<file path="config.mk">
export PLATFORM = sky130hd
export DESIGN_NAME = tlg_cell
export DESIGN_NICKNAME = d
export VERILOG_FILES = /design/src/rtl/core/tlg_pkg.sv /design/src/rtl/core/tlg_cell.sv
export SDC_FILE = /design/constraint.sdc
export NUM_CORES = 1
export LEC_CHECK = 0
export ABC_AREA = 1
export BUFFER_PORTS_ARGS = -buffer_cell sky130_fd_sc_hd__buf_4
export CAP_MARGIN = 20
export CORE_MARGIN = 3
export CORE_UTILIZATION = 30
export CTS_CLUSTER_DIAMETER = 150
export DETAILED_ROUTE_END_ITERATION = 12
export HOLD_SLACK_MARGIN = 0.15
export SLEW_MARGIN = 10
export SYNTH_ARGS = -nofsm -noshare
export SYNTH_HDL_FRONTEND = slang
export SYNTH_SLANG_ARGS = --single-unit
</file>
<file path="constraint.sdc">
create_clock -name i_clk -period 3.9 [get_ports i_clk]
set_clock_uncertainty 0.15 [all_clocks]
set_input_delay 0.39 -clock i_clk [delete_from_list [all_inputs] [get_ports i_clk]]
set_output_delay 0.39 -clock i_clk [all_outputs]
set_load 0.01 [all_outputs]
</file>
<file path="src/rtl/core/tlg_pkg.sv">
// tlg_pkg: shared constants, types and helpers for the toroidal life grid.
// No dependencies; used by every module in rtl/core.
`default_nettype none

package tlg_pkg;

    localparam int MAX_COLS  = 64;
    localparam int MAX_ROWS  = 64;

    localparam int CFG_W     = 7;
    localparam int CMD_W     = 2;
    localparam int COORD_W   = 6;
    localparam int CFG_IDX_W = 2;

    localparam int COL_CNT_W = $clog2(MAX_COLS + 1);
    localparam int ROW_CNT_W = $clog2(MAX_ROWS + 1);
    localparam int COL_IDX_W = $clog2(MAX_COLS);
    localparam int STEP_W    = $clog2(2 * MAX_ROWS);

    localparam logic [CFG_IDX_W-1:0] REG_GRID_WIDTH  = 2'd0;
    localparam logic [CFG_IDX_W-1:0] REG_GRID_HEIGHT = 2'd1;
    localparam logic [CFG_W-1:0]     CFG_RESET_DIM   = 7'd30;

    // live-neighbor counts of the rule
    localparam logic [3:0] BIRTH_COUNT   = 4'd3;
    localparam logic [3:0] SURVIVE_COUNT = 4'd2;

    typedef enum logic [CMD_W-1:0] {
        CMD_WRITE = 2'd0,
        CMD_READ  = 2'd1,
        CMD_STEP  = 2'd2
    } t_cmd;

    typedef enum logic [1:0] {
        ST_IDLE,
        ST_ACCESS,
        ST_GEN,
        ST_DELIVER
    } t_state;

    // broadcast from the controller to every column cell
    typedef struct packed {
        logic                 shift;    // rotate the active rows by one
        logic                 first;    // first rotation of a generation
        logic                 compute;  // head row takes its next-generation value
        logic                 last;     // head row is row 0, down neighbor from capture
        logic                 wr_en;    // head row is the addressed row of a write
        logic                 wr_bit;
        logic [ROW_CNT_W-1:0] rows;     // effective active height
    } t_cell_ctl;

    // zero counts as one, larger than the array saturates
    function automatic int unsigned clamp_dim(logic [CFG_W-1:0] v, int unsigned maxv);
        int unsigned r;
        if (v == '0) begin
            r = 1;
        end else if (int'(v) > maxv) begin
            r = maxv;
        end else begin
            r = int'(v);
        end
        return r;
    endfunction

endpackage

`default_nettype wire

</file>
<file path="src/rtl/core/tlg_cell.sv">
// tlg_cell: one grid column as a rotating shift line of cells plus the life rule.
// Depends on tlg_pkg; exchanges a three-row window with both neighbor columns.
`default_nettype none

module tlg_cell (
    input  wire logic                i_clk,
    input  wire logic                i_rst_n,
    input  wire tlg_pkg::t_cell_ctl  i_ctl,
    input  wire logic                i_active,
    input  wire logic                i_wr_sel,
    input  wire logic [2:0]          i_left_win,
    input  wire logic [2:0]          i_right_win,
    output logic [2:0]               o_win,
    output logic                     o_head
);

    logic [tlg_pkg::MAX_ROWS-1:0] r_line;
    logic [tlg_pkg::MAX_ROWS-1:0] n_line;
    logic [tlg_pkg::MAX_ROWS-1:0] w_shifted;
    logic                         r_prev;
    logic                         r_row1;
    logic                         w_down;
    logic [3:0]                   w_count;
    logic                         w_alive;
    logic                         w_new_head;

    // r_prev holds the old value of the row above the head
    assign w_down = i_ctl.last ? r_row1 : r_line[1];
    assign o_win  = {r_prev, r_line[0], w_down};
    assign o_head = r_line[0];

    assign w_count = {3'b000, i_left_win[2]} + {3'b000, i_left_win[1]}
                   + {3'b000, i_left_win[0]} + {3'b000, i_right_win[2]}
                   + {3'b000, i_right_win[1]} + {3'b000, i_right_win[0]}
                   + {3'b000, r_prev} + {3'b000, w_down};

    assign w_alive = (w_count == tlg_pkg::BIRTH_COUNT)
                  || ((w_count == tlg_pkg::SURVIVE_COUNT) && r_line[0]);

    always_comb begin
        priority if (i_ctl.compute && i_active) begin
            w_new_head = w_alive;
        end else if (i_ctl.wr_en && i_wr_sel) begin
            w_new_head = i_ctl.wr_bit;
        end else begin
            w_new_head = r_line[0];
        end
    end

    assign w_shifted = {1'b0, r_line[tlg_pkg::MAX_ROWS-1:1]};

    // rows at or beyond the active height keep their values
    always_comb begin
        for (int i = 0; i < tlg_pkg::MAX_ROWS; i++) begin
            if (i + 1 < int'(i_ctl.rows)) begin
                n_line[i] = w_shifted[i];
            end else if (i + 1 == int'(i_ctl.rows)) begin
                n_line[i] = w_new_head;
            end else begin
                n_line[i] = r_line[i];
            end
        end
    end

    always_ff @(posedge i_clk) begin
        if (!i_rst_n) begin
            r_line <= '0;
            r_prev <= 1'b0;
            r_row1 <= 1'b0;
        end else if (i_ctl.shift) begin
            r_line <= n_line;
            r_prev <= r_line[0];
            if (i_ctl.first) begin
                r_row1 <= (i_ctl.rows == tlg_pkg::ROW_CNT_W'(1)) ? r_line[0] : r_line[1];
            end
        end
    end

endmodule

`default_nettype wire

</file>
==> impl_results.md <==
- Via count: around 4600
- DRT iter0 DRCs: roughly 330
- RSZ-0062 raised after global routing: false
- Die Y: between 100 and 150 um
- Placed cell area: approximately 4800 um2
- Clk_lat worst skew: between 300 and 400 ps
- FMAX: approximately 300 MHz
- Status: finished clean
- Worst slew pin tran: approximately 570 ps
- GRT Resource Usage Total: approximately 15%
- CP Max Fanout: 22
- Clock slew at reported path FFs: ~60 ps
- Setup TNS: 0 ps
- Final Wtd Congestion: between 0.8 and 0.9
- Critical path launch point type: input port
- R2R Path Start: r_prev
- Root Buffer: clkbuf_16
- Crit-path cells: buf_4 > inv_1 > fa_1 > fa_1 > fa_1 > inv_1 > ha_1 > fa_1 > nand2_1 > nor2_1 > nand2_1 > buf_4 > nand3_1 > nand2_1 > a21oi_1
- Hold_sp: i_ctl[11]
- ANT cells: 0
- Slew Viols, Final: 0
- Starting density of the core: a little under a third
- Die area: 16700 um2
- Leak Pwr: around 2.3 nW
- Synthesis-to-finish area growth: 10.8%
- Hold endpoint: r_row1
- Vias in the first global route: 4255
- Largest net degree at the start of global routing: 37
- GRT Residual Overflow: 0
- Final Hold Viols: 0
- Initial antenna violation count: 0
- Max Cap Violations: 0
- # hold bufs at CTS: 0
- Max IR drop VDD: 207 uV
- Cells on worst reg2reg path: 13
- Hold crit path type: in2reg
- Core Area: ~15000 um2
- Cell variety after synth: 35
- Hold Path Depth: 4
- Routed Wire Length: about 12000 um
- Yosys warns: 0
- Crit path DAT: roughly 3500 ps
- WL/cell: between 10 and 15 um
- Relative slew slack: about three fifths
- Mapped Nets: ~780
- Total CTS buffers: 9
- Delay-heaviest family, CP: adder cells
- Final Cell Area: slightly above 5000 um2
- Slowest-stage cell, CP: fa_1
- Post-synthesis sequential area ratio: about 29%
- Final setup fails: 0
- Worst Setup End Kind: register
- Crit path kind: in2reg
- Post-Syn Area: 4550 um2
- Post-CTS sizing: 0
- Cell Pwr Density: approximately 370 nW/um2
- Avg Vias per Cell: a little under 5
- #FFs+latches synth: 66
- Clk buf depth: 2
- Port bufs: 26
- Critical path's most frequent cell: fa_1
- Detail Route Antenna Nets: 0
- H-Tree Depth: 3
- Reg2reg end: r_line[23]
- Footprint of the multi-input gates: 2640 um2
- Reg2Reg Setup Slack: around 760 ps
- Clock sinks: 66
- DR DRC count: 0
- Mapped Cells: approximately 750
- Global-route wire length before repair: between 20000 and 25000 um
- Layout cells sized above 1: under 10%
- Nets: 783
- # Post-CTS Setup Buffers: 0
- DP HPWL: about 8400 um
- 1st-pass router iterations: 5
- Boundary Pins: 27
- Die Wd: around 130 um
- CTS tree: built
- Most frequent cells in the layout: 190 x nand2_1, 88 x nand3_1, 86 x nor2_1
- Mapped Avg Cell Area: between 6 and 7 um2
- Commonest non-fill, non-tap cell in the layout: nand2_1
- Row cnt: 44
- Slowest stage delay, CP: 550 ps
- Fillcell total: about 1600
- CP required: approximately 3900 ps
- Buf+Inv Stages, Crit Path: 4
- Register area: about 1300 um2
- Crit share post-route: between 80% and 90%
- Tmin final: roughly 3400 ps
## sequential cells by signal (all words and copies together) (netlist names)
name	flops
r_row1	1
r_line	64
r_prev	1
## where the power goes
part | switching [mW] | leakage, nW | internal (mW)
sequential | 0.0168 | 0.540 | 0.716
clock | 0.294 | 0.129 | 0.422
combinational | 0.263 | 1.65 | 0.143
## final cells by class
| cell class | instances | share of cell area [%] |
|---|---|---|
| clock buffer | 11 | 4.62 |
| inverter | 90 | 6.75 |
| timing repair buffer | 33 | 5.16 |
| clock inverter | 4 | 0.397 |
| sequential | 66 | 26.2 |
| multi-input combinational | 553 | 52.3 |
| tap | 184 | 4.57 |
## tightest hold or removal path, delay by kind of cell
kind	cells	cell delay (ps)
and+or+nand+nor	2	120
buffers and inverters	1	80
AOI/OAI and AO/OA	1	60
## worst max path at each step
| stage | startpoint | endpoint | slack [ps] | cells past startpoint |
|---|---|---|---|---|
| 5_1_grt | i_left_win[0] | r_line[40] | 300 | 15 |
| 2_1_floorplan | i_left_win[0] | r_line[10] | 260 | 15 |
| 3_3_place_gp | i_left_win[0] | r_line[40] | 170 | 15 |
| 6_report | i_left_win[0] | r_line[23] | 490 | 15 |
| 3_5_place_dp | i_left_win[0] | r_line[61] | 150 | 15 |
| 4_1_cts | i_left_win[0] | r_line[23] | 480 | 15 |
## per-stage QoR
step                util, %  hold slack [ps]  worst slack [ps]  total power, mW  cells
detailed placement     32.6              305               149             1.15    926
global placement       32.6              304               167             1.15    926
global route           34.3              225               296             1.97    941
floorplan                 -              289               256             1.06    748
finish                 34.3              199               493             1.86    941
CTS                    34.3              197               478             1.87    941
## synthesized netlist by cell type
master / number / area [um2]
nand2_1: 190 / 713
nand3_1: 88 / 440
nor2_1: 86 / 323
inv_1: 85 / 319
a21oi_1: 80 / 400
dfxtp_1: 66 / 1320
o21ai_0: 54 / 270
clkbuf_1: 17 / 63.8
nand3b_1: 16 / 120
buf_4: 11 / 82.6
buf_6: 5 / 56.3
or2_2: 5 / 31.3
buf_2: 4 / 20.0
fa_1: 4 / 80.1
a31oi_1: 3 / 18.8
ha_1: 3 / 37.5
inv_2: 3 / 11.3
nand2_2: 3 / 18.8
nand2_4: 3 / 33.8
nor2_4: 3 / 33.8
a21oi_2: 2 / 17.5
nand3_2: 2 / 20.0
o211ai_1: 2 / 15.0
o21a_1: 2 / 15.0
a211oi_1: 1 / 7.51
and2_1: 1 / 6.26
buf_8: 1 / 15.0
clkbuf_8: 1 / 13.8
clkinv_1: 1 / 3.75
inv_4: 1 / 6.26
nand4_1: 1 / 6.26
nor2_2: 1 / 6.26
nor4_1: 1 / 6.26
o21ai_1: 1 / 5.00
o21ai_2: 1 / 8.76
## cell families after synthesis
kind of cell	after synthesis	synth area share [%]
simple gates	400	38.7
buf+inv	129	13.0
compound gates	146	16.7
flops	66	29.1
fa+ha+maj	7	2.59
## metal layers
layer	vias to the layer above	global-route usage (%)	routed length, um
met4	0	3.95	125
met3	12	3.46	641
li1	2411	-	-
met5	-	0	0
met1	2085	19.9	5910
met2	89	26.3	5630
Note: power is estimated with default switching activity, not from simulation.
