### config.mk
export PLATFORM = sky130hd
export DESIGN_NAME = tlg_ctrl
export DESIGN_NICKNAME = d
export VERILOG_FILES = /design/src/rtl/core/tlg_pkg.sv /design/src/rtl/core/tlg_ctrl.sv
export SDC_FILE = /design/constraint.sdc
export NUM_CORES = 1
export LEC_CHECK = 0
export ABC_AREA = 1
export BUFFER_PORTS_ARGS = -buffer_cell sky130_fd_sc_hd__buf_2
export CORE_MARGIN = 4
export CORE_UTILIZATION = 55
export DETAILED_ROUTE_END_ITERATION = 16
export PLACE_DENSITY = 0.9
export SLEW_MARGIN = 5
export SYNTH_ARGS = -nofsm -noshare
export SYNTH_HDL_FRONTEND = slang
export SYNTH_SLANG_ARGS = --single-unit
export TNS_END_PERCENT = 5
### constraint.sdc
create_clock -name i_clk -period 3.2 [get_ports i_clk]
set_input_delay 0.32 -clock i_clk [delete_from_list [all_inputs] [get_ports i_clk]]
set_output_delay 0.32 -clock i_clk [all_outputs]
set_load 0.02 [all_outputs]
### src/rtl/core/tlg_pkg.sv
// tlg_pkg: shared constants, types and helpers for the toroidal life grid.
// No dependencies; used by every module in rtl/core.
`default_nettype none

package tlg_pkg;

    localparam int MAX_COLS  = 64;
    localparam int MAX_ROWS  = 64;

    localparam int CFG_W     = 7;
    localparam int CMD_W     = 2;
    localparam int COORD_W   = 6;
    localparam int CFG_IDX_W = 2;

    localparam int COL_CNT_W = $clog2(MAX_COLS + 1);
    localparam int ROW_CNT_W = $clog2(MAX_ROWS + 1);
    localparam int COL_IDX_W = $clog2(MAX_COLS);
    localparam int STEP_W    = $clog2(2 * MAX_ROWS);

    localparam logic [CFG_IDX_W-1:0] REG_GRID_WIDTH  = 2'd0;
    localparam logic [CFG_IDX_W-1:0] REG_GRID_HEIGHT = 2'd1;
    localparam logic [CFG_W-1:0]     CFG_RESET_DIM   = 7'd30;

    // live-neighbor counts of the rule
    localparam logic [3:0] BIRTH_COUNT   = 4'd3;
    localparam logic [3:0] SURVIVE_COUNT = 4'd2;

    typedef enum logic [CMD_W-1:0] {
        CMD_WRITE = 2'd0,
        CMD_READ  = 2'd1,
        CMD_STEP  = 2'd2
    } t_cmd;

    typedef enum logic [1:0] {
        ST_IDLE,
        ST_ACCESS,
        ST_GEN,
        ST_DELIVER
    } t_state;

    // broadcast from the controller to every column cell
    typedef struct packed {
        logic                 shift;    // rotate the active rows by one
        logic                 first;    // first rotation of a generation
        logic                 compute;  // head row takes its next-generation value
        logic                 last;     // head row is row 0, down neighbor from capture
        logic                 wr_en;    // head row is the addressed row of a write
        logic                 wr_bit;
        logic [ROW_CNT_W-1:0] rows;     // effective active height
    } t_cell_ctl;

    // zero counts as one, larger than the array saturates
    function automatic int unsigned clamp_dim(logic [CFG_W-1:0] v, int unsigned maxv);
        int unsigned r;
        if (v == '0) begin
            r = 1;
        end else if (int'(v) > maxv) begin
            r = maxv;
        end else begin
            r = int'(v);
        end
        return r;
    endfunction

endpackage

`default_nettype wire

### src/rtl/core/tlg_ctrl.sv
// tlg_ctrl: configuration registers, command sequencer and result register.
// Depends on tlg_pkg; drives the broadcast control of the column cells.
`default_nettype none

module tlg_ctrl (
    input  wire logic                             i_clk,
    input  wire logic                             i_rst_n,
    input  wire logic                             i_cfg_valid,
    output logic                                  o_cfg_ready,
    input  wire logic [tlg_pkg::CFG_IDX_W-1:0]    i_cfg_index,
    input  wire logic [tlg_pkg::CFG_W-1:0]        i_cfg_data,
    input  wire logic                             i_in_valid,
    output logic                                  o_in_stall,
    input  wire logic [tlg_pkg::CMD_W-1:0]        i_cmd,
    input  wire logic [tlg_pkg::COORD_W-1:0]      i_col,
    input  wire logic [tlg_pkg::COORD_W-1:0]      i_row,
    input  wire logic                             i_cell_in,
    output logic                                  o_out_valid,
    input  wire logic                             i_out_stall,
    output logic                                  o_cell_alive,
    output tlg_pkg::t_cell_ctl                    o_ctl,
    output logic [tlg_pkg::COORD_W-1:0]           o_col,
    output logic [tlg_pkg::COL_CNT_W-1:0]         o_cols,
    input  wire logic                             i_head_bit
);

    tlg_pkg::t_state                 r_state;
    tlg_pkg::t_state                 n_state;
    logic [tlg_pkg::CFG_W-1:0]       r_width;
    logic [tlg_pkg::CFG_W-1:0]       r_height;
    logic [tlg_pkg::STEP_W-1:0]      r_step;
    logic [tlg_pkg::STEP_W-1:0]      n_step;
    logic                            r_out_valid;
    logic                            n_out_valid;
    logic                            r_out_cell;
    logic                            r_is_read;
    logic [tlg_pkg::COORD_W-1:0]     r_row;
    logic [tlg_pkg::COORD_W-1:0]     r_col;
    logic                            r_wbit;
    logic                            r_rdata;

    logic [tlg_pkg::COL_CNT_W-1:0]   w_cols;
    logic [tlg_pkg::ROW_CNT_W-1:0]   w_rows;
    logic                            w_in_acc;
    logic                            w_inside;
    logic                            w_out_free;
    logic                            w_at_row;
    logic                            w_shift;

    assign w_cols = tlg_pkg::COL_CNT_W'(tlg_pkg::clamp_dim(r_width,  tlg_pkg::MAX_COLS));
    assign w_rows = tlg_pkg::ROW_CNT_W'(tlg_pkg::clamp_dim(r_height, tlg_pkg::MAX_ROWS));

    assign w_in_acc   = i_in_valid && !o_in_stall;
    assign w_inside   = (int'(i_col) < int'(w_cols)) && (int'(i_row) < int'(w_rows));
    assign w_out_free = !r_out_valid || !i_out_stall;
    assign w_at_row   = int'(r_step) == int'(r_row);

    // next state
    always_comb begin
        n_state = r_state;
        unique case (r_state)
            tlg_pkg::ST_IDLE: begin
                if (w_in_acc) begin
                    unique case (tlg_pkg::t_cmd'(i_cmd))
                        tlg_pkg::CMD_WRITE:
                            n_state = w_inside ? tlg_pkg::ST_ACCESS : tlg_pkg::ST_IDLE;
                        tlg_pkg::CMD_READ:
                            n_state = w_inside ? tlg_pkg::ST_ACCESS : tlg_pkg::ST_DELIVER;
                        tlg_pkg::CMD_STEP:
                            n_state = tlg_pkg::ST_GEN;
                        default:
                            n_state = tlg_pkg::ST_IDLE;
                    endcase
                end
            end
            tlg_pkg::ST_ACCESS: begin
                if (int'(r_step) == int'(w_rows) - 1) begin
                    n_state = r_is_read ? tlg_pkg::ST_DELIVER : tlg_pkg::ST_IDLE;
                end
            end
            tlg_pkg::ST_GEN: begin
                if (int'(r_step) == 2 * int'(w_rows) - 1) begin
                    n_state = tlg_pkg::ST_IDLE;
                end
            end
            tlg_pkg::ST_DELIVER: begin
                if (w_out_free) begin
                    n_state = tlg_pkg::ST_IDLE;
                end
            end
            default: n_state = tlg_pkg::ST_IDLE;
        endcase
    end

    // outputs of the sequencer
    always_comb begin
        o_in_stall    = (r_state != tlg_pkg::ST_IDLE);
        w_shift       = (r_state == tlg_pkg::ST_ACCESS) || (r_state == tlg_pkg::ST_GEN);
        o_ctl.shift   = w_shift;
        o_ctl.first   = (r_state == tlg_pkg::ST_GEN) && (r_step == '0);
        o_ctl.compute = (r_state == tlg_pkg::ST_GEN) && (r_step != '0)
                     && (int'(r_step) <= int'(w_rows));
        o_ctl.last    = (r_state == tlg_pkg::ST_GEN) && (int'(r_step) == int'(w_rows));
        o_ctl.wr_en   = (r_state == tlg_pkg::ST_ACCESS) && !r_is_read && w_at_row;
        o_ctl.wr_bit  = r_wbit;
        o_ctl.rows    = w_rows;
    end

    assign n_step = ((r_state == n_state) && w_shift) ? r_step + 1'b1 : '0;

    assign n_out_valid = ((r_state == tlg_pkg::ST_DELIVER) && w_out_free)
                       ? 1'b1 : (r_out_valid && i_out_stall);

    always_ff @(posedge i_clk) begin
        if (!i_rst_n) begin
            r_state     <= tlg_pkg::ST_IDLE;
            r_width     <= tlg_pkg::CFG_RESET_DIM;
            r_height    <= tlg_pkg::CFG_RESET_DIM;
            r_step      <= '0;
            r_out_valid <= 1'b0;
        end else begin
            r_state     <= n_state;
            r_step      <= n_step;
            r_out_valid <= n_out_valid;
            if (i_cfg_valid && o_cfg_ready) begin
                if (i_cfg_index == tlg_pkg::REG_GRID_WIDTH) begin
                    r_width <= i_cfg_data;
                end else if (i_cfg_index == tlg_pkg::REG_GRID_HEIGHT) begin
                    r_height <= i_cfg_data;
                end
            end
        end
    end

    always_ff @(posedge i_clk) begin
        if (w_in_acc) begin
            r_is_read <= (i_cmd == tlg_pkg::CMD_READ);
            r_row     <= i_row;
            r_col     <= i_col;
            r_wbit    <= i_cell_in;
            r_rdata   <= 1'b0;   // a read outside the active area returns dead
        end else if ((r_state == tlg_pkg::ST_ACCESS) && r_is_read && w_at_row) begin
            r_rdata <= i_head_bit;
        end
        if ((r_state == tlg_pkg::ST_DELIVER) && w_out_free) begin
            r_out_cell <= r_rdata;
        end
    end

    assign o_cfg_ready  = 1'b1;
    assign o_out_valid  = r_out_valid;
    assign o_cell_alive = r_out_cell;
    assign o_col        = r_col;
    assign o_cols       = w_cols;

endmodule

`default_nettype wire

==> flow_metrics.tcl, run 1 <==
set metrics [dict create \
    syn2layout_area_growth_pct 15.9 \
    synth-seq-area-share_pct 34.0 \
    timing.max_cap.violations 0 \
    syn-cell-area_um2 2800 \
    antenna_left 0 \
    tightestPinTransition_ns 0.644 \
    start_util_pct 58.1 \
    cts_root_buffer "clkbuf_8" \
    critical_path_class "register to register" \
    overflow 0 \
    startpoint "r_height[4]" \
    p_per_area_nw_per_um2 461 \
    syn_nets 412 \
    power_frac_comb_pct 31.1 \
    syn_inst 357 \
    rsz0062_at_grt "no" \
    final_area_um2 3240 \
    post-synth-top-count-cell "nand2_1" \
    finalCriticalPeriod_ns 2.76 \
    viasPerCell 5.52 \
    p_leak_nw 1.59 \
    n_fill_cell 392 \
    syn_area_per_cell_um2 7.83 \
    drive_gt1_share_pct 25.2 \
    synth_largest_area_cell "dfxtp_1" \
    drt_wl_total_um 6990 \
    ys_seq_elements 40 \
    grt_pass1_vias 2618 \
    yosysUniqueCellTypes 37 \
    final_nets 470 \
    placed_cells 475 \
    vias 2668 \
    insertion_delay_ns 0.30 \
    die-area_um2 6290 \
    intPower_mw 0.961 \
    drtIter0Drc 178 \
    finish.utilization_pct 67.3 \
    crit_fanout 7 \
    finalPower_mw 1.49 \
    r2r_start "r_height[4]" \
    ir_drop_mv 0.287 \
    antenna_found_initial 0 \
    synth_common_cells "64 x nand2_1, 49 x inv_1, 35 x nor2_1" \
    worstPathRequired_ns 3.43 \
    synthTopCellsByArea "dfxtp_1 18%, edfxtp_1 16%, ha_1 11%, nand2_1 8.6%, inv_1 6.6%" \
    final-instance-count-excl-fill 483 \
    ios 60 \
    die_h_um 79.3 \
    netSwitchingFraction_pct 35.7 \
    synthArstFlopShare_pct 0 \
    cts_tree "yes" \
    core_area_um2 4820 \
    first_pass_iters 5 \
    power_switching_mw 0.534 \
    synth-main-ff-cell "dfxtp_1" \
    synth_top_area_share_pct 17.9 \
    wl_per_cell_um 14.5 \
    post-route-period-util_pct 86.4 \
    drcViolationCount 0 \
    rows 25 \
    endpoint_kind "register" \
    cts.htree.levels 2 \
    cp-start-kind "register" \
    outcome "completed" \
    maxSlewViolCount 0 \
    seqPwrFrac_pct 41.1 \
    ys_warn_count 0 \
    grt_use_total_pct 23.9 \
    cts_made_buffers 5 \
    grt_pass1_wl_um 11900 \
    fmaxAchievable_mhz 362 \
    setup-tns-final_ns 0 \
    fin_skew_ns 0.0101 \
    antennaDiodeCount 0 \
    dpl.hpwl_um 5360 \
    slew_headroom_pct 57.0 \
    clkSinkCount 40 \
    cts_max_path_buffers 2 \
    hold_viol 0 \
    cts_hold_buf 0 \
    cts.reportedPaths.clkPinSlew_ns 0.08 \
    gp_congestion 0.973 \
    hp-start "i_cell_in" \
    hp-class "input pin to register" \
    place_area_um2 3130 \
    portBuffers 58 \
    power_frac_clock_pct 27.7 \
    setup_viol 0 \
    grt_max_degree 17 \
    die_w_um 79.3 \
    crit_arrival_ns 2.99 \
    synth_edf_count 15 \
]
[per-stage QoR]
stage | hold slack [ns] | setup slack, ns
floorplan | 0.409 | 0.631
global placement | 0.428 | 0.454
detailed placement | 0.428 | 0.374
CTS | 0.190 | 0.282
global route | 0.187 | 0.207
finish | 0.192 | 0.435
[registers in the layout, summed over array words and instances (netlist names)]
signal	cells
o_cell_alive	1
o_col	6
o_out_valid	1
r_height	7
r_is_read	1
r_rdata	1
r_row	6
r_state	2
r_step	7
r_wbit	1
r_width	7
[cell usage in the layout (no fill, tap or decap), types with 2 or more instances in the layout]
| master | instances |
|---|---|
| nand2_1 | 64 |
| clkbuf_8 | 5 |
| nand3_2 | 4 |
| nand3_1 | 22 |
| xor2_1 | 8 |
| nand4_1 | 5 |
| nor2_1 | 35 |
| nand2_2 | 9 |
| a21oi_2 | 2 |
| a21oi_1 | 21 |
| xnor2_1 | 3 |
| o21ai_0 | 15 |
| inv_2 | 4 |
| dfxtp_1 | 24 |
| nor2_8 | 2 |
| nor3_1 | 8 |
| o211ai_1 | 5 |
| inv_1 | 49 |
| nor4_1 | 2 |
| a211oi_1 | 4 |
| ha_1 | 25 |
| edfxtp_1 | 15 |
| buf_2 | 58 |
| nor3_2 | 10 |
| o21ai_1 | 2 |
[routing by layer]
layer,GRT usage [%],vias up,wire [um]
met3,6.35,25,567
met4,9.97,0,206
met2,40.3,129,3420
li1,-,1296,-
met5,0,-,0
met1,28.8,1218,2800
[power groups by stage]
stage                     clock network [mW]  registers (mW)  logic (mW)
after floorplan                            0           0.629       0.331
after global placement                     0           0.624       0.441
after detailed placement                   0           0.626       0.455
after CTS                              0.417           0.614       0.460
after global routing                   0.439           0.620       0.520
final                                  0.415           0.615       0.465
[cell type report]
cell class	count	area [um2]	share of cell area, %
inverters	54	203	6.25
repair buffers	59	298	9.19
flip-flops and latches	40	952	29.4
clock buffers	5	68.8	2.12
well taps	67	83.8	2.59
multi-input cells	255	1590	49.2
clock inverters	3	42.5	1.31
[logic make-up after synthesis]
group                    after synthesis  share of synthesized area (%)
AO/OA/AOI/OAI                         51                           10.5
XOR/XNOR                              13                           4.83
adder cells (fa/ha/maj)               25                           11.2
buffers and inverters                 62                           9.04
flip-flops                            40                           34.0
other                                  1                          0.134
AND/OR/NAND/NOR                      165                           30.3
[worst paths after layout]
kind                       end  slack [ns]  depth (start not counted)
hold reg to reg   o_cell_alive        0.45                          0
hold / removal          r_wbit        0.19                          1
setup reg to reg     r_step[2]        0.44                         18
setup / recovery     r_step[2]        0.44                         18
[worst max-delay path, stage by stage, from the launching register on]
cell	delay (ns)
dfxtp_1	0.40
nor3_2	0.21
nand2_1	0.13
nand2_2	0.12
inv_2	0.05
ha_1	0.31
a21oi_1	0.17
o21ai_0	0.14
nor3_2	0.22
nand3_2	0.12
nor2_2	0.09
nand2_1	0.08
nand3_1	0.09
nand2_1	0.05
nand2_1	0.10
nand2_1	0.08
nand2_2	0.08
nand3_4	0.13
nor3_2	0.12
[what timing repair did]
action	4_1_cts	5_1_grt
gates resized for setup	0	1
setup buffers	0	0
endpoints found under the setup margin	0	7
Power figures use the tool's default switching activity.
==> run 2: changes to the inputs <==
Settings changed: CTS_CLUSTER_SIZE set to 30.
Clock period 3.2 ns to 2.62 ns, I/O delays scaled along.
==> flow_metrics.tcl, run 2 (same netlist as run 1, synthesis figures left out) <==
set metrics [dict create \
    die_h_um 79.3 \
    final_cell_mix "57 x nand2_1, 56 x buf_2, 46 x inv_1, 30 x nor2_1, 24 x ha_1" \
    setup_viol 0 \
    grt.busiest_layer "met2" \
    insertion_delay_ns 0.29 \
    antenna_found_initial 0 \
    antenna_left 0 \
    dpl.hpwl_um 5280 \
    hold_viol 0 \
    critical_path_class "register to output port" \
    crit_slowest_cell "dfxtp_4" \
    finalCriticalPeriod_ns 2.57 \
    reg_top3 "r_height x7, r_step x7, r_width x7" \
    rr_endpoint "r_step[0]" \
    setup.worst_path.end "o_ctl[10]" \
    post-route-period-util_pct 97.9 \
    die_w_um 79.3 \
    wl_per_cell_um 15.1 \
    place_ws_ns 0.00509 \
    maxSlewViolCount 0 \
    grt_pass1_vias 2672 \
    path_delay_family "simple AND/OR/NAND/NOR gates" \
    drcViolationCount 0 \
    place_area_um2 3160 \
    path_depth 12 \
    drive_gt1_share_pct 33.9 \
    rows 25 \
    drt_wl_total_um 7520 \
    start_util_pct 58.1 \
    fin_skew_ns 0.00885 \
    crit_arrival_ns 2.30 \
    viasPerCell 5.65 \
    grt_pass1_wl_um 11600 \
    cp-start-kind "register" \
    first_pass_iters 5 \
    slew_headroom_pct 57.8 \
    core_area_um2 4820 \
    tightestPinTransition_ns 0.633 \
    critical_path.cell_chain "nor2_1, nand3_1, nand2_2, nand2_2, buf_4, ha_1, a21oi_2, nor2_1, a211oi_2, nand2_1, a21oi_1, buf_4" \
    cts_made_buffers 5 \
    timing.max_cap.violations 0 \
    final_nets 485 \
    reg2regPathDepth 19 \
    fmaxAchievable_mhz 390 \
    portBuffers 58 \
    path_buf_inv 2 \
    cts.htree.levels 2 \
    grt_max_degree 17 \
    ir_drop_mv 0.324 \
    outcome "completed" \
    worstPathRequired_ns 2.36 \
    syn2layout_area_growth_pct 23.2 \
    cpPeakStageDelay_ns 0.38 \
    global_route.usage.met3_pct 4.20 \
    endpoint_kind "output port" \
    p_leak_nw 1.67 \
    cts_tree "yes" \
    cts.reportedPaths.clkPinSlew_ns 0.08 \
    overflow 0 \
    crit_fanout 7 \
    rsz0062_at_grt "yes" \
    vias 2815 \
    finish.utilization_pct 71.5 \
    hp-class "input pin to register" \
    ff2ff_setup_slack_ns 0.06 \
    use_met2_pct 40.1 \
    r2r_start "r_height[1]" \
    whs_ns 0.147 \
    die-area_um2 6290 \
    clkSinkCount 40 \
    layout_setup_ws_ns 0.0546 \
    final_area_um2 3450 \
    cts_max_path_buffers 2 \
    ios 60 \
    antennaDiodeCount 0 \
    final_common_cell "nand2_1" \
    p_per_area_nw_per_um2 514 \
    drtIter0Drc 336 \
    startpoint "r_height[4]" \
    cts_root_buffer "clkbuf_8" \
    gp_congestion 0.943 \
    grtUsageMet1_pct 28.1 \
    grt_use_total_pct 23.3 \
]
-- run 2: cell count changes in the layout (fill, tap and decap cells not counted), sizes merged --
cell    previous run  this run
buf               59        74
bufinv             1         0
inv               53        54
-- run 2: layout make-up --
| cell class | instances | area [um2] |
|---|---|---|
| clock buffers | 5 | 68.8 |
| clock inverters | 3 | 18.8 |
| fillers | 322 | 1370 |
| inverters | 54 | 203 |
| multi-input cells | 255 | 1700 |
| flip-flops and latches | 40 | 958 |
| well taps | 67 | 83.8 |
| repair buffers | 74 | 415 |
-- run 2: power breakdown --
group          internal, mW  switching [mW]  leakage [nW]  total [mW]
clock network         0.185           0.217        0.0441       0.401
logic                 0.207           0.414          1.28       0.620
registers             0.708          0.0419         0.348       0.750
total                  1.10           0.672          1.67        1.77
-- run 2: per-stage QoR --
stage | power, mW | TNS, ns | instances
6_report | 1.77 | 0 | 498
5_1_grt | 1.88 | -0.598 | 498
4_1_cts | 1.73 | 0 | 487
3_5_place_dp | 1.33 | 0 | 479
3_3_place_gp | 1.31 | 0 | 479
2_1_floorplan | 1.17 | 0 | 357
-- run 2: timing repair --
action,in CTS,in global routing
resized for setup,4,34
pin swaps,1,23
endpoints found under the hold margin,0,0
setup buffers,0,11
hold buffers,0,0
setup endpoints to repair,8,9
-- run 2: how the worst min path moves through the flow --
| stage | startpoint | depth (start not counted) | endpoint | slack (ns) |
|---|---|---|---|---|
| finish | i_cell_in | 1 | r_wbit | 0.15 |
| global route | i_cell_in | 1 | r_wbit | 0.13 |
| CTS | i_cell_in | 1 | r_wbit | 0.14 |
| detailed placement | r_rdata | 0 | o_cell_alive | 0.43 |
| global placement | r_rdata | 0 | o_cell_alive | 0.43 |
| floorplan | i_col[0] | 0 | o_col[0] | 0.36 |
-- run 2: per-layer routing --
layer  part of all wire (%)  vias to the layer above
met5                      0                        -
met4                    4.1                        0
met3                    6.7                       33
met2                     50                      131
met1                     40                     1326
li1                       -                     1325
